===== src/rtl/core/numeric_expression_operand_splitter_assert.svh =====
// ----------------------------------------------------------------------------
// Assertion macros for the operand splitter
// Two concurrent assertion forms shared by the RTL of this block.
// ----------------------------------------------------------------------------
`ifndef NUMERIC_EXPRESSION_OPERAND_SPLITTER_ASSERT_SVH
`define NUMERIC_EXPRESSION_OPERAND_SPLITTER_ASSERT_SVH

// Same-cycle implication, disabled while reset is asserted.
`define NEOS_ASSERT_IMP(label, clk, rst_n, ante, cons, msg) \
    label: assert property (@(posedge clk) disable iff (!rst_n) (ante) |-> (cons)) \
        else $error(msg);

// Next-cycle implication, disabled while reset is asserted.
`define NEOS_ASSERT_NXT(label, clk, rst_n, ante, cons, msg) \
    label: assert property (@(posedge clk) disable iff (!rst_n) (ante) |=> (cons)) \
        else $error(msg);

`endif


===== src/rtl/core/neos_pkg.sv =====
// ----------------------------------------------------------------------------
// Operand splitter package
// Result codes, mode codes, register indexes, character codes and types.
// ----------------------------------------------------------------------------
package neos_pkg;

    typedef enum logic [1:0] {
        KIND_NONE   = 2'd0,
        KIND_SPLIT  = 2'd1,
        KIND_FINAL  = 2'd2,
        KIND_REJECT = 2'd3
    } kind_t;

    localparam logic [1:0] MODE_BASIC      = 2'd0;
    localparam logic [1:0] MODE_STANDARD   = 2'd1;
    localparam logic [1:0] MODE_SCIENTIFIC = 2'd2;
    localparam logic [1:0] MODE_PROGRAMMER = 2'd3;

    localparam int CFG_IDX_W = 2;
    localparam logic [CFG_IDX_W-1:0] CFG_MODE         = 2'd0;
    localparam logic [CFG_IDX_W-1:0] CFG_MAX_OPERANDS = 2'd1;
    localparam logic [CFG_IDX_W-1:0] CFG_MAX_EXP      = 2'd2;

    localparam logic [1:0] MODE_RESET         = MODE_STANDARD;
    localparam logic [7:0] MAX_OPERANDS_RESET = 8'd100;
    localparam logic [3:0] MAX_EXP_RESET      = 4'd4;

    localparam logic [15:0] CH_0      = 16'h0030;
    localparam logic [15:0] CH_9      = 16'h0039;
    localparam logic [15:0] CH_PLUS   = 16'h002B;
    localparam logic [15:0] CH_MINUS  = 16'h002D;
    localparam logic [15:0] CH_DOT    = 16'h002E;
    localparam logic [15:0] CH_STAR   = 16'h002A;
    localparam logic [15:0] CH_SLASH  = 16'h002F;
    localparam logic [15:0] CH_LPAREN = 16'h0028;
    localparam logic [15:0] CH_RPAREN = 16'h0029;
    localparam logic [15:0] CH_CARET  = 16'h005E;
    localparam logic [15:0] CH_PCT    = 16'h0025;
    localparam logic [15:0] CH_LO_A   = 16'h0061;
    localparam logic [15:0] CH_LO_B   = 16'h0062;
    localparam logic [15:0] CH_LO_C   = 16'h0063;
    localparam logic [15:0] CH_LO_D   = 16'h0064;
    localparam logic [15:0] CH_LO_E   = 16'h0065;
    localparam logic [15:0] CH_LO_F   = 16'h0066;
    localparam logic [15:0] CH_UP_A   = 16'h0041;
    localparam logic [15:0] CH_UP_F   = 16'h0046;

    typedef struct packed {
        kind_t      kind;
        logic [8:0] beg_pos;
        logic [8:0] end_pos;
        logic [7:0] total;
        logic       last_flag;
    } result_t;

endpackage


===== src/rtl/core/numeric_expression_operand_splitter.sv =====
// ----------------------------------------------------------------------------
// Numeric expression operand splitter
// Splits a character stream into operand ranges at binary operators.
// ----------------------------------------------------------------------------
// Usage:
// The input channel (in_valid/in_ready) carries one word per character:
// char_code and is_last, which marks the final character of an expression.
// The output channel (out_valid/out_ready) carries result words: an operand
// closed at a split operator, the final operand on the last character, or a
// rejection of the whole expression. A character yields zero, one or two words.
// The configuration channel (cfg_valid/cfg_ready, always ready) writes mode,
// max_operands and max_exponent_digits by index; the user must use it only
// while idle (not enforced). A result word is valid in the cycle after its
// character is accepted. Throughput: one character per cycle while each yields
// at most one word; a character that yields two words (a split on the last
// character) holds the input until its first word leaves, since the output port
// drains one word a cycle. The two-entry result buffer sets that figure: a new
// character is taken when the buffer is empty or its only word leaves in the
// same cycle. Reset clears the expression state and the result buffer and loads
// the register defaults. When the receiver stalls, pending words hold unchanged
// and the input stalls once the buffer cannot take a new character's words.
// ----------------------------------------------------------------------------
module numeric_expression_operand_splitter #(
    parameter int MAX_LENGTH = 256
) (
    input  logic                             clk,
    input  logic                             rst_n,
    input  logic                             cfg_valid,
    output logic                             cfg_ready,
    input  logic [neos_pkg::CFG_IDX_W-1:0]   cfg_index,
    input  logic [7:0]                       cfg_data,
    input  logic                             in_valid,
    output logic                             in_ready,
    input  logic [15:0]                      char_code,
    input  logic                             is_last,
    output logic                             out_valid,
    input  logic                             out_ready,
    output logic [1:0]                       kind,
    output logic [8:0]                       operand_begin,
    output logic [8:0]                       operand_end,
    output logic [7:0]                       operand_total,
    output logic                             final_flag
);

    // Wide enough to hold one past the saturated position.
    localparam int POS_W = $clog2(MAX_LENGTH + 2);
    localparam logic [POS_W-1:0] POS_MAX = POS_W'(MAX_LENGTH);

    // Configuration registers.
    logic [1:0] mode_reg;
    logic [7:0] max_ops_reg;
    logic [3:0] max_exp_reg;

    // Expression state.
    logic [POS_W-1:0] pos_reg,   pos_next;
    logic [POS_W-1:0] start_reg, start_next;
    logic [7:0]       count_reg, count_next;
    logic [3:0]       exp_reg,   exp_next;
    logic             cexp_reg,  cexp_next;
    logic             atstart_reg, atstart_next;
    logic             paren_reg, paren_next;
    logic             prevop_reg, prevop_next;
    logic             preve_reg, preve_next;
    logic             rej_reg,   rej_next;

    // Result buffer: slot 0 is presented on the output port.
    neos_pkg::result_t slot0_reg, slot0_next;
    neos_pkg::result_t slot1_reg, slot1_next;
    logic [1:0]        cnt_reg,   cnt_next;

    // Per-character decode and results.
    logic              is_digit, is_plus_minus, is_op, valid_char;
    logic              split, act;
    logic [4:0]        exp_inc;
    logic [7:0]        count_split;
    neos_pkg::result_t split_res, final_res, new0, new1;
    logic [1:0]        new_cnt;
    logic              in_fire, out_fire;

    assign cfg_ready = 1'b1;
    assign out_valid = (cnt_reg != 2'd0);
    assign in_ready  = (cnt_reg == 2'd0) || ((cnt_reg == 2'd1) && out_ready);
    assign in_fire   = in_valid && in_ready;
    assign out_fire  = out_valid && out_ready;

    assign kind          = slot0_reg.kind;
    assign operand_begin = slot0_reg.beg_pos;
    assign operand_end   = slot0_reg.end_pos;
    assign operand_total = slot0_reg.total;
    assign final_flag    = slot0_reg.last_flag;

    // Character classes for the current mode.
    always_comb
    begin
        logic basic_set, std_set, sci_set, prog_set;
        is_digit      = (char_code >= neos_pkg::CH_0) && (char_code <= neos_pkg::CH_9);
        is_plus_minus = (char_code == neos_pkg::CH_PLUS) || (char_code == neos_pkg::CH_MINUS);
        is_op         = is_plus_minus || (char_code == neos_pkg::CH_STAR)
                        || (char_code == neos_pkg::CH_SLASH) || (char_code == neos_pkg::CH_CARET)
                        || (char_code == neos_pkg::CH_PCT);
        basic_set = is_digit || is_plus_minus || (char_code == neos_pkg::CH_DOT)
                    || (char_code == neos_pkg::CH_LO_E);
        std_set   = (char_code == neos_pkg::CH_STAR) || (char_code == neos_pkg::CH_SLASH);
        sci_set   = (char_code == neos_pkg::CH_LPAREN) || (char_code == neos_pkg::CH_RPAREN)
                    || (char_code == neos_pkg::CH_CARET) || (char_code == neos_pkg::CH_PCT);
        prog_set  = (char_code == neos_pkg::CH_LPAREN) || (char_code == neos_pkg::CH_RPAREN)
                    || (char_code == neos_pkg::CH_PCT)
                    || ((char_code >= neos_pkg::CH_LO_A) && (char_code <= neos_pkg::CH_LO_D))
                    || (char_code == neos_pkg::CH_LO_F)
                    || ((char_code >= neos_pkg::CH_UP_A) && (char_code <= neos_pkg::CH_UP_F));
        valid_char = basic_set
                     || ((mode_reg != neos_pkg::MODE_BASIC) && std_set)
                     || ((mode_reg == neos_pkg::MODE_SCIENTIFIC) && sci_set)
                     || ((mode_reg == neos_pkg::MODE_PROGRAMMER) && prog_set);
    end

    // Next expression state for the character on the input port.
    always_comb
    begin
        logic sign, skip_tail;
        sign         = 1'b0;
        skip_tail    = 1'b0;
        split        = 1'b0;
        pos_next     = pos_reg;
        start_next   = start_reg;
        count_next   = count_reg;
        exp_next     = exp_reg;
        cexp_next    = cexp_reg;
        atstart_next = atstart_reg;
        paren_next   = paren_reg;
        prevop_next  = prevop_reg;
        preve_next   = preve_reg;
        rej_next     = rej_reg;
        exp_inc      = {1'b0, exp_reg} + 5'd1;
        count_split  = count_reg + 8'd1;
        act          = !rej_reg && valid_char;

        if (act)
        begin
            priority if (count_reg >= max_ops_reg)
            begin
                rej_next = 1'b1;
            end
            else if (is_digit)
            begin
                if (cexp_reg)
                begin
                    if (exp_inc > {1'b0, max_exp_reg})
                        rej_next = 1'b1;
                    else
                        exp_next = exp_inc[3:0];
                end
                prevop_next = 1'b0;
            end
            else if (char_code == neos_pkg::CH_LO_E)
            begin
                if (mode_reg != neos_pkg::MODE_PROGRAMMER)
                    cexp_next = 1'b1;
                prevop_next = 1'b0;
            end
            else if (is_op)
            begin
                // A plus or minus in a sign position does not split.
                sign = is_plus_minus
                       && (paren_reg || atstart_reg || prevop_reg
                           || ((mode_reg != neos_pkg::MODE_PROGRAMMER)
                               && ((pos_reg == '0) || preve_reg)));
                if (sign)
                begin
                    prevop_next = 1'b0;
                    skip_tail   = 1'b1;
                end
                else
                begin
                    split       = 1'b1;
                    cexp_next   = 1'b0;
                    exp_next    = 4'd0;
                    prevop_next = 1'b1;
                    count_next  = count_split;
                    start_next  = pos_reg + POS_W'(1);
                end
            end
            else
            begin
                prevop_next = 1'b0;
            end

            if (!rej_next && !skip_tail)
            begin
                paren_next   = (char_code == neos_pkg::CH_LPAREN);
                atstart_next = 1'b0;
            end
        end

        preve_next = (char_code == neos_pkg::CH_LO_E);
        pos_next   = (pos_reg < POS_MAX) ? pos_reg + POS_W'(1) : POS_MAX;

        split_res.kind      = neos_pkg::KIND_SPLIT;
        split_res.beg_pos   = 9'(start_reg);
        split_res.end_pos   = 9'(pos_reg);
        split_res.total     = count_split;
        split_res.last_flag = 1'b0;

        final_res.kind      = neos_pkg::KIND_FINAL;
        final_res.beg_pos   = 9'(start_next);
        final_res.end_pos   = 9'(pos_next);
        final_res.total     = (count_next != 8'hFF) ? count_next + 8'd1 : 8'hFF;
        final_res.last_flag = 1'b1;

        new0    = split_res;
        new1    = final_res;
        new_cnt = 2'd0;
        if (is_last)
        begin
            if (rej_next)
            begin
                new0.kind      = neos_pkg::KIND_REJECT;
                new0.beg_pos   = 9'd0;
                new0.end_pos   = 9'd0;
                new0.total     = 8'd0;
                new0.last_flag = 1'b1;
                new_cnt        = 2'd1;
            end
            else if (split)
            begin
                new_cnt = 2'd2;
            end
            else
            begin
                new0    = final_res;
                new_cnt = 2'd1;
            end

            // The expression ends here: back to the start-of-expression state.
            pos_next     = '0;
            start_next   = '0;
            count_next   = 8'd0;
            exp_next     = 4'd0;
            cexp_next    = 1'b0;
            atstart_next = 1'b1;
            paren_next   = 1'b0;
            prevop_next  = 1'b0;
            preve_next   = 1'b0;
            rej_next     = 1'b0;
        end
        else if (split)
        begin
            new_cnt = 2'd1;
        end
    end

    // Result buffer control. A new character is only taken once the buffer
    // is empty or drains in this cycle, so its words always load from slot 0.
    always_comb
    begin
        slot0_next = slot0_reg;
        slot1_next = slot1_reg;
        cnt_next   = cnt_reg;
        if (in_fire)
        begin
            slot0_next = new0;
            slot1_next = new1;
            cnt_next   = new_cnt;
        end
        else if (out_fire)
        begin
            slot0_next = slot1_reg;
            cnt_next   = cnt_reg - 2'd1;
        end
    end

    always_ff @(posedge clk or negedge rst_n)
    begin
        if (!rst_n)
        begin
            mode_reg    <= neos_pkg::MODE_RESET;
            max_ops_reg <= neos_pkg::MAX_OPERANDS_RESET;
            max_exp_reg <= neos_pkg::MAX_EXP_RESET;
        end
        else if (cfg_valid && cfg_ready)
        begin
            unique case (cfg_index)
                neos_pkg::CFG_MODE:         mode_reg    <= cfg_data[1:0];
                neos_pkg::CFG_MAX_OPERANDS: max_ops_reg <= cfg_data;
                neos_pkg::CFG_MAX_EXP:      max_exp_reg <= cfg_data[3:0];
                default:                    ;
            endcase
        end
    end

    always_ff @(posedge clk or negedge rst_n)
    begin
        if (!rst_n)
        begin
            pos_reg     <= '0;
            start_reg   <= '0;
            count_reg   <= 8'd0;
            exp_reg     <= 4'd0;
            cexp_reg    <= 1'b0;
            atstart_reg <= 1'b1;
            paren_reg   <= 1'b0;
            prevop_reg  <= 1'b0;
            preve_reg   <= 1'b0;
            rej_reg     <= 1'b0;
            cnt_reg     <= 2'd0;
        end
        else
        begin
            if (in_fire)
            begin
                pos_reg     <= pos_next;
                start_reg   <= start_next;
                count_reg   <= count_next;
                exp_reg     <= exp_next;
                cexp_reg    <= cexp_next;
                atstart_reg <= atstart_next;
                paren_reg   <= paren_next;
                prevop_reg  <= prevop_next;
                preve_reg   <= preve_next;
                rej_reg     <= rej_next;
            end
            cnt_reg <= cnt_next;
        end
    end

    // Result payload needs no reset; out_valid qualifies it.
    always_ff @(posedge clk)
    begin
        slot0_reg <= slot0_next;
        slot1_reg <= slot1_next;
    end

`include "numeric_expression_operand_splitter_assert.svh"

    // The buffer holds at most the two words of one character.
    `NEOS_ASSERT_IMP(a_cnt_range, clk, rst_n, 1'b1, cnt_reg != 2'd3, "result buffer overflow")

    // With two words pending, the split word goes out ahead of the final one.
    `NEOS_ASSERT_IMP(a_pair_order, clk, rst_n, cnt_reg == 2'd2,
        (slot0_reg.kind == neos_pkg::KIND_SPLIT) && (slot1_reg.kind == neos_pkg::KIND_FINAL),
        "two pending words out of order")

    // Closing words carry the final flag, split words never do.
    `NEOS_ASSERT_IMP(a_final_flag, clk, rst_n, out_valid,
        final_flag == (slot0_reg.kind != neos_pkg::KIND_SPLIT), "final flag mismatch")

    // The last character returns the expression to its start state.
    `NEOS_ASSERT_NXT(a_expr_clear, clk, rst_n, in_fire && is_last,
        (pos_reg == '0) && !rej_reg && atstart_reg && (count_reg == 8'd0),
        "expression state not cleared after last character")

endmodule

===== config.mk =====
export PLATFORM = sky130hd
export DESIGN_NAME = numeric_expression_operand_splitter
export DESIGN_NICKNAME = d
export VERILOG_FILES = /design/src/rtl/core/neos_pkg.sv /design/src/rtl/core/numeric_expression_operand_splitter.sv
export VERILOG_INCLUDE_DIRS = /design/src /design/src/rtl/core
export SDC_FILE = /design/constraint.sdc
export NUM_CORES = 1
export LEC_CHECK = 0
export BUFFER_PORTS_ARGS = -buffer_cell sky130_fd_sc_hd__buf_2
export CELL_PAD_IN_SITES_DETAIL_PLACEMENT = 1
export CELL_PAD_IN_SITES_GLOBAL_PLACEMENT = 2
export CORE_UTILIZATION = 35
export DETAILED_ROUTE_END_ITERATION = 16
export HOLD_SLACK_MARGIN = 0.12
export PLACE_DENSITY_LB_ADDON = 0.25
export SYNTH_ARGS = -nofsm -noshare
export SYNTH_HDL_FRONTEND = slang
export SYNTH_SLANG_ARGS = --single-unit

===== constraint.sdc =====
create_clock -name clk -period 3.5 [get_ports clk]
set_clock_uncertainty 0.2 [all_clocks]
set_input_delay 0.525 -clock clk [delete_from_list [all_inputs] [get_ports clk]]
set_output_delay 0.525 -clock clk [all_outputs]
set_load 0.1 [all_outputs]

==> flow_summary.json, run 1 <==
{
  "status": "finished with violations",
  "violations": "setup timing",
  "worst_slew_pin_slew_ps": 739,
  "cts_tree": "done",
  "grt_pass1_wl_um": 27400,
  "cp_top_family": "compound AO/OA/AOI/OAI gates",
  "yosysTopAreaCellShare_pct": 26.9,
  "final_antenna_net_count": 0,
  "max-vdd-ir-drop_mv": 0.521,
  "yosysTopAreaCell": "edfxtp_1",
  "synth_compound_area_share_pct": 17.8,
  "power_switching_w": 0.00226,
  "path_cells": "inv_2, ha_4, a211o_1, a31oi_4, o31ai_4, nor4_4, o21a_4, xnor2_2, ha_4, nand3b_1, mux2_4, nor2b_2, mux2i_1, a221o_1",
  "clock_insertion_delay_worst_skew_ps": 350,
  "die_h_um": 133,
  "pwr-share-seq_pct": 34.7,
  "drc": 0,
  "tns_ps": -2.86,
  "rsz0062_at_grt": "true",
  "drtIter0Drc": 186,
  "die-area_um2": 17800,
  "reg2reg_depth": 14,
  "arrival_ps": 3410,
  "synth.most_common_cell": "nand2_1",
  "synth_async_sr_flop_share_pct": 49.1,
  "cp-startpoint": "max_ops_reg[2]",
  "diodes": 0,
  "synth-edff-count": 54,
  "fin_ws_ps": -2.86,
  "syn_avg_cell_area_um2": 10.4,
  "fp.dieW_um": 133,
  "syn_to_final_growth_pct": 26.0,
  "crit-reg2reg-launch": "max_ops_reg[2]",
  "drtPass1Iterations": 4,
  "clkTransAtPathRegs_ps": 80,
  "wl_per_cell_um": 18.0,
  "antenna_found_initial": 0,
  "synth_area_leaders": "edfxtp_1 (27%), dfrtp_1 (19%), nand2_1 (4.5%)",
  "synth-simple-area-share_pct": 16.9,
  "cts_inserted_buffers": 9,
  "syn_inst": 579,
  "worstSetupPathType": "reg2reg",
  "path_depth": 14,
  "whs_endpoint": "max_ops_reg[7]",
  "wl_um": 16900,
  "io_buffers": 62,
  "grt_start_max_net_pins": 45,
  "pre_cts_ws_ps": -361,
  "yosys.area_share.adder_pct": 4.15,
  "ctsHtreeMaxLevel": 3,
  "final_nets": 762,
  "path_buf_inv": 1,
  "ys_seq_area_share_pct": 48.6,
  "cp_data_required_time_ps": 3410,
  "critPathMaxStageDelay_ps": 530,
  "syn-num-nets": 631,
  "dp.cells": 908,
  "cp_max_fo": 5,
  "synth_common_cells": "nand2_1 (73), edfxtp_1 (54), dfrtp_1 (46)",
  "whs_ps": 208,
  "hold_path.class": "in2reg",
  "vias": 4904,
  "drive_gt1_share_pct": 33.6,
  "swShare_pct": 44.6,
  "crit_path_end_kind": "flip-flop",
  "power.leakage_nw": 3.28,
  "ys.flop_type": "edfxtp_1",
  "ys_types": 77,
  "synth_seq_cells": 106,
  "clock_power_share_pct": 21.3,
  "dp_hpwl_um": 12300,
  "fmax_ghz": 0.285,
  "grt_pass1_vias": 5189,
  "min_from": "cfg_data[7]",
  "root_buffer": "clkbuf_16",
  "combinationalPowerShare_pct": 44.0,
  "final.min_clock_period_ps": 3500,
  "num_rows": 47,
  "worst-r2r-setup-slack_ps": -3,
  "overflow": 0,
  "hold_viol": 0,
  "synth_top_family_by_area": "compound AO/OA/AOI/OAI gates",
  "clock_path_buffers": 2,
  "synth-xor-area-share_pct": 3.75,
  "final_cells": 935,
  "maxSlewViolCount": 0,
  "floorplan.initialDensity_pct": 36.1,
  "muxShareOfSynthArea_pct": 4.25,
  "cp-start-kind": "flip-flop",
  "finish.utilization_pct": 45.5,
  "cpMostUsedCell": "ha_4",
  "maxCapViolCount": 0,
  "p_int_w": 0.00280,
  "syn_area_um2": 6030,
  "worstHoldPathCells": 2,
  "gp_congestion": 0.845,
  "io-pin-count": 64,
  "slew_headroom_pct": 50.8,
  "via_per_inst": 5.24,
  "coreArea_um2": 16700,
  "finalSetupViolCount": 1,
  "cellPowerDensity_nw_per_um2": 665,
  "gr-usage-all-layers_pct": 19.8,
  "tritoncts_num_sinks": 106,
  "slowest_stage": "dfstp_2",
  "largest_reg_flops": 26,
  "fin_crit_sh_pct": 100,
  "r2r_end": "operand_total[6]",
  "ys.warnings.count": 0
}
cell usage in the layout (no fill, tap or decap), drive strengths merged, types with 11 or more instances in the layout:
cell type and n:
edfxtp 54, ha 20, nand3 13, a22o 26
inv 34, xnor2 17, o21ai 38, dfrtp 46
mux2 18, nand2b 16, nand2 74, buf 149
nor3 11, a21oi 15, nor2 42
through the flow:
| step | total power (W) | instance area [µm²] |
|---|---|---|
| 2_1_floorplan | 0.00340 | 6070 |
| 3_3_place_gp | 0.00391 | 7080 |
| 3_5_place_dp | 0.00396 | 7080 |
| 4_1_cts | 0.00509 | 7490 |
| 5_1_grt | 0.00530 | 7600 |
| 6_report | 0.00506 | 7600 |
area by class of cell:
type	instances	area (µm²)
sequential	106	2930
clock inverter	6	82.6
clock buffer	10	229
tap	220	275
inverter	32	124
fill	1903	9100
timing repair buffer	150	973
multi-input combinational	411	2990
repair_timing:
| action | CTS | global route |
|---|---|---|
| hold buffers | 1 | 0 |
| cloned | 0 | 0 |
| endpoints found under the hold margin | 26 | 0 |
| endpoints found under the setup margin | 18 | 19 |
| pin swaps | 12 | 11 |
| setup buffers | 3 | 7 |
| resized for setup | 11 | 12 |
how the worst max path moves through the flow:
stage,end
after floorplan,operand_total[6]
after global placement,operand_end[8]
after detailed placement,operand_end[8]
after CTS,operand_total[6]
after global routing,operand_total[6]
final,operand_total[6]
metal layers:
metal	GRT usage (%)	vias to the layer above	wire length (µm)
met5	0	-	0
met4	6.44	0	244
met3	2.82	14	551
met2	32.8	85	8150
met1	26.5	2430	7910
li1	-	2375	-
logic make-up after synthesis:
group                      Yosys count
AOI/OAI and AO/OA                  144
xor gates and xnor gates            25
muxes                               23
adders and majority gates           20
and+or+nand+nor                    198
buffers and inverters               62
DFF                                106
other                                1
power by group through the flow:
stage / combinational (W) / sequential (W) / clock [W]
CTS: 0.00223 / 0.00176 / 0.00111
finish: 0.00223 / 0.00175 / 0.00108
detailed placement: 0.00218 / 0.00178 / 0
floorplan: 0.000844 / 0.00255 / 0
global route: 0.00237 / 0.00178 / 0.00115
global placement: 0.00214 / 0.00177 / 0
(Power assumes the default switching activity.)
==> run 2: changes to the inputs <==
--- a/config.mk
+++ b/config.mk
@@ -9,10 +9,11 @@
 export BUFFER_PORTS_ARGS = -buffer_cell sky130_fd_sc_hd__buf_2
 export CELL_PAD_IN_SITES_DETAIL_PLACEMENT = 1
 export CELL_PAD_IN_SITES_GLOBAL_PLACEMENT = 2
-export CORE_UTILIZATION = 35
+export CORE_UTILIZATION = 39
 export DETAILED_ROUTE_END_ITERATION = 16
 export HOLD_SLACK_MARGIN = 0.12
 export PLACE_DENSITY_LB_ADDON = 0.25
 export SYNTH_ARGS = -nofsm -noshare
 export SYNTH_HDL_FRONTEND = slang
 export SYNTH_SLANG_ARGS = --single-unit
+export TNS_END_PERCENT = 10
==> constraint.sdc (replaced) <==
create_clock -name clk -period 3.8 [get_ports clk]
set_clock_uncertainty 0.2 [all_clocks]
set_input_delay 0.57 -clock clk [delete_from_list [all_inputs] [get_ports clk]]
set_output_delay 0.57 -clock clk [all_outputs]
set_load 0.1 [all_outputs]
==> run 2 against run 1 <==
  * The flow now finishes without violations
  * Core utilization grew 1.5 points
  * Maximum frequency is 3.7% lower
  * Worst setup slack gained 160 ps
  * Largest cell class is now sequential cells
  * Largest power group unchanged
  * Count of clock-buffer cells in the layout decreased by 1
  * Sequential power fell by 7%
  * Total power fell by 10%
  * Via count down 2.4%
  * Worst hold slack worse by 98 ps
==> flow_summary.json, run 2 (same netlist as run 1, synthesis figures left out) <==
{
  "via_per_inst": 5.59,
  "ctsHoldBuffers": 0,
  "root_buffer": "clkbuf_16",
  "wl_um": 16100,
  "clock_path_buffers": 2,
  "cp_max_fo": 5,
  "num_rows": 45,
  "gr-usage-all-layers_pct": 21.2,
  "io_buffers": 62,
  "final_cell_mix": "nand2_1 (70), buf_2 (62), edfxtp_1 (54)",
  "drtIter0Drc": 247,
  "cp-start-kind": "flip-flop",
  "fmax_ghz": 0.275,
  "die_h_um": 126,
  "rsz0062_at_grt": "false",
  "clkTransAtPathRegs_ps": 80,
  "fillers": 1668,
  "crit_path_end_kind": "flip-flop",
  "finalSetupViolCount": 0,
  "tns_ps": 0,
  "dp_hpwl_um": 11700,
  "maxSlewViolCount": 0,
  "pre_cts_ws_ps": 6.57,
  "power.leakage_nw": 3.02,
  "tritoncts_num_sinks": 106,
  "finish.utilization_pct": 47.0,
  "antenna_found_initial": 0,
  "status": "finished clean",
  "dp.cells": 840,
  "floorplan.initialDensity_pct": 39.8,
  "crit-reg2reg-launch": "max_ops_reg[5]",
  "final_common_cell": "nand2_1",
  "syn_to_final_growth_pct": 18.0,
  "drc": 0,
  "max-vdd-ir-drop_mv": 0.357,
  "clock_insertion_delay_worst_skew_ps": 350,
  "diodes": 0,
  "fin_ws_ps": 161,
  "worst_slew_pin_slew_ps": 841,
  "design_area_um2": 7120,
  "cp_data_required_time_ps": 3700,
  "slew_headroom_pct": 43.9,
  "vias": 4787,
  "drive_gt1_share_pct": 27.4,
  "coreArea_um2": 15100,
  "hold_path.class": "in2async",
  "grt_pass1_vias": 4980,
  "grt_pass1_wl_um": 26300,
  "final_antenna_net_count": 0,
  "final_nets": 716,
  "largest_reg_flops": 26,
  "grt_start_max_net_pins": 44,
  "final_cells": 857,
  "maxCapViolCount": 0,
  "fp.dieW_um": 126,
  "cellPowerDensity_nw_per_um2": 636,
  "cp-startpoint": "max_ops_reg[5]",
  "overflow": 0,
  "drtPass1Iterations": 4,
  "die-area_um2": 16000,
  "worstSetupPathType": "reg2reg",
  "arrival_ps": 3540,
  "wl_per_cell_um": 18.8,
  "fin_crit_sh_pct": 95.8,
  "gp_congestion": 0.874,
  "io-pin-count": 64,
  "hold_viol": 0,
  "dpl_cell_area_um2": 6740,
  "cts_tree": "done",
  "final.min_clock_period_ps": 3640,
  "ctsHtreeMaxLevel": 3,
  "cts_inserted_buffers": 9
}
[run 2: metal layers]
| metal | vias up | share of wire [%] | track usage (%) |
|---|---|---|---|
| li1 | 2285 | - | - |
| met1 | 2365 | 46 | 27.9 |
| met2 | 119 | 49 | 35.9 |
| met3 | 18 | 3.6 | 3.08 |
| met4 | 0 | 1.7 | 7.23 |
| met5 | - | 0 | 0 |
[run 2: worst max-delay path, stage by stage, from the launching register on]
cell and delay, ps:
dfstp_2 530, inv_1 40, ha_1 300, a211o_1 280, a21oi_2 200, o31ai_4 120, nor4_4 250, o21a_2 250
xnor2_2 160, ha_4 180, nand3b_1 80, mux2_4 270, nor2b_1 110, mux2i_1 100, a221o_1 330
[run 2: final timing paths]
check | slack [ps] | endpoint | cells past startpoint
setup / recovery | 160 | operand_total[6] | 14
hold reg to reg | 260 | atstart_reg | 2
setup reg to reg | 160 | operand_total[6] | 14
max in group asynchronous | 2440 | max_ops_reg[5] | 2
min in group clk | 250 | max_ops_reg[4] | 2
hold / removal | 110 | exp_reg[0] | 1
[run 2: through the flow]
step / hold slack (ps) / power (W)
6_report: 110 / 0.00453
5_1_grt: 176 / 0.00474
4_1_cts: 134 / 0.00454
3_5_place_dp: 252 / 0.00359
3_3_place_gp: 248 / 0.00355
2_1_floorplan: 74.4 / 0.00311
[run 2: layout make-up]
| class | count | area [µm²] | area share, % |
|---|---|---|---|
| Clock inverter | 7 | 73.8 | 1.04 |
| Multi-Input combinational cell | 411 | 2910 | 40.9 |
| Sequential cell | 106 | 2930 | 41.1 |
| Inverter | 32 | 120 | 1.69 |
| Tap cell | 188 | 235 | 3.30 |
| Timing Repair Buffer | 104 | 626 | 8.78 |
| Clock buffer | 9 | 225 | 3.16 |
[run 2: timing repair]
action                                  in CTS  in global routing
setup buffers                                0                  1
gates resized for setup                      0                 13
endpoints found under the setup margin       0                  7
[run 2: report_power, final]
group,internal [W],switching [W],leakage [nW]
registers,0.00153,0.0000945,1.19
clock network,0.000465,0.000473,0.144
logic,0.000468,0.00150,1.69
==> run 3: changes to the inputs <==
--- a/config.mk
+++ b/config.mk
@@ -11,6 +11,7 @@
 export CELL_PAD_IN_SITES_GLOBAL_PLACEMENT = 2
 export CORE_UTILIZATION = 39
 export DETAILED_ROUTE_END_ITERATION = 16
+export GPL_TIMING_DRIVEN = 0
 export HOLD_SLACK_MARGIN = 0.12
 export PLACE_DENSITY_LB_ADDON = 0.25
 export SYNTH_ARGS = -nofsm -noshare
==> run 3 against run 2 <==
  * Maximum frequency is 0.62% lower
  * Routed wire length is 2.9% higher
  * Core utilization is 0.45 points higher
  * Non-clock buffer count is 1 higher
  * First-iteration DRC count is 21% higher
  * Total power is 1.4% higher
  * Count of clock-buffer cells in the layout stayed put
  * Cell count is 0.12% higher
  * Sequential power hardly changed
  * Global-route usage is 0.62 points higher
  * Critical endpoint unchanged
==> flow_summary.json, run 3 (same netlist as run 1, synthesis figures left out) <==
{
  "status": "finished clean",
  "worstSetupPathType": "reg2reg",
  "swShare_pct": 46.4,
  "max-vdd-ir-drop_mv": 0.367,
  "power.leakage_nw": 3.01,
  "p_int_w": 0.00246,
  "fin_crit_sh_pct": 96.4,
  "cellPowerDensity_nw_per_um2": 639,
  "gr-usage-all-layers_pct": 21.9,
  "reg2reg_depth": 16,
  "io_buffers": 60,
  "multiInputGateArea_um2": 2980,
  "hold_viol": 0,
  "arrival_ps": 3580,
  "final.min_clock_period_ps": 3660,
  "worst_slew_pin_slew_ps": 976,
  "cts_tree": "done",
  "slew_headroom_pct": 34.9,
  "grt_pass1_vias": 5047,
  "rsz0062_at_grt": "true",
  "grt_start_max_net_pins": 53,
  "fmax_ghz": 0.273,
  "io-pin-count": 64,
  "drtIter0Drc": 300,
  "clock_insertion_delay_worst_skew_ps": 370,
  "wl_um": 16500,
  "path_cells": "inv_2, ha_4, a211o_1, a31oi_4, o31ai_4, nor4_4, buf_4, o21a_1, buf_6, xnor2_4, ha_4, nand3b_1, mux2_4, nor2b_1, mux2i_1, a221o_1",
  "cp_top_family": "compound AO/OA/AOI/OAI gates",
  "final_nets": 717,
  "final_common_cell": "nand2_1",
  "antenna_found_initial": 0,
  "tns_ps": 0,
  "vias": 4815,
  "clock_path_buffers": 2,
  "seqCellArea_um2": 2930,
  "worst-r2r-setup-slack_ps": 140,
  "cpMostUsedCell": "ha_4",
  "slowest_stage": "dfstp_2",
  "finalSetupViolCount": 0,
  "fin_ws_ps": 139,
  "coreArea_um2": 15100,
  "path_depth": 16,
  "fp.dieW_um": 126,
  "drtPass1Iterations": 5,
  "die_h_um": 126,
  "floorplan.initialDensity_pct": 39.8,
  "clock_power_share_pct": 21.3,
  "cts_inserted_buffers": 9,
  "drive_gt1_share_pct": 26.3,
  "hold_path.class": "in2reg",
  "path_buf_inv": 3,
  "cp_max_fo": 4,
  "worstHoldPathCells": 2,
  "diodes": 0,
  "dp.cells": 827,
  "cp-start-kind": "flip-flop",
  "largest_reg_flops": 26,
  "crit_path_end_kind": "flip-flop",
  "overflow": 0,
  "fillers": 1691,
  "num_rows": 45,
  "wl_per_cell_um": 19.3,
  "dp_hpwl_um": 11900,
  "clkTransAtPathRegs_ps": 80,
  "via_per_inst": 5.61,
  "critPathMaxStageDelay_ps": 540,
  "cp_data_required_time_ps": 3720,
  "final_antenna_net_count": 0,
  "final_cells": 858,
  "power_switching_w": 0.00213,
  "ctsHtreeMaxLevel": 3,
  "maxSlewViolCount": 0,
  "maxCapViolCount": 0,
  "final_cell_mix": "nand2_1 (70), buf_2 (62), edfxtp_1 (54)",
  "combinationalPowerShare_pct": 42.8,
  "gp_congestion": 0.841,
  "die-area_um2": 16000,
  "syn_to_final_growth_pct": 19.1,
  "root_buffer": "clkbuf_16",
  "grt_pass1_wl_um": 26800,
  "drc": 0,
  "pre_cts_ws_ps": -981,
  "tritoncts_num_sinks": 106,
  "pwr-share-seq_pct": 35.9
}
[run 3: cell types whose count changed in the layout (fill, tap and decap cells not counted), moves of 2 or more]
cell and delta:
buf_6 +4, clkbuf_2 +2, dfrtp_1 -3, buf_1 +2
inv_2 +2, inv_1 -3, clkinv_8 +2, buf_4 -27
clkbuf_1 +16, dfrtp_2 +3
[run 3: cell type report]
class,instances,share of cell area [%]
Timing Repair Buffer,75,5.95
Inverter,32,1.71
Buffer,30,2.35
Sequential cell,106,40.8
Clock buffer,9,3.13
Clock inverter,7,1.31
Tap cell,188,3.27
Multi-Input combinational cell,411,41.5
[run 3: through the flow]
step           total power [W]  instance area, µm²  utilization (%)  hold WS [ps]
2_1_floorplan          0.00311                6040                -          74.4
3_3_place_gp           0.00350                6570             43.4           250
3_5_place_dp           0.00355                6570             43.4           267
4_1_cts                0.00459                7100             46.9           232
5_1_grt                0.00479                7190             47.5           240
6_report               0.00459                7190             47.5           237
[run 3: metal layers]
metal	up-vias	global-route usage, %	wire length, µm
met1	2399	28.6	7660
met3	20	3.25	604
met2	108	36.8	7970
met5	-	0	0
li1	2288	-	-
met4	0	8.08	303
[run 3: final timing paths]
path                                     start          endpoint
worst min-delay path               cfg_data[4]    max_ops_reg[4]
min in group asynchronous                rst_n    max_exp_reg[3]
worst max register to register  max_ops_reg[2]  operand_total[6]
worst min register to register     atstart_reg       atstart_reg
max in group asynchronous                rst_n       atstart_reg
worst max-delay path            max_ops_reg[2]  operand_total[6]
[run 3: power by group through the flow]
stage / Sequential (W) / Combinational (W) / Clock (W)
after floorplan: 0.00235 / 0.000758 / 0
after global placement: 0.00166 / 0.00184 / 0
after detailed placement: 0.00167 / 0.00188 / 0
after CTS: 0.00164 / 0.00195 / 0.000999
after global routing: 0.00167 / 0.00209 / 0.00103
final: 0.00165 / 0.00196 / 0.000981
[run 3: timing repair]
action,CTS,global route
pin swaps,8,11
endpoints found under the setup margin,16,7
setup buffers,12,1
endpoints found under the hold margin,0,10
resized for setup,23,15
hold buffers,0,1
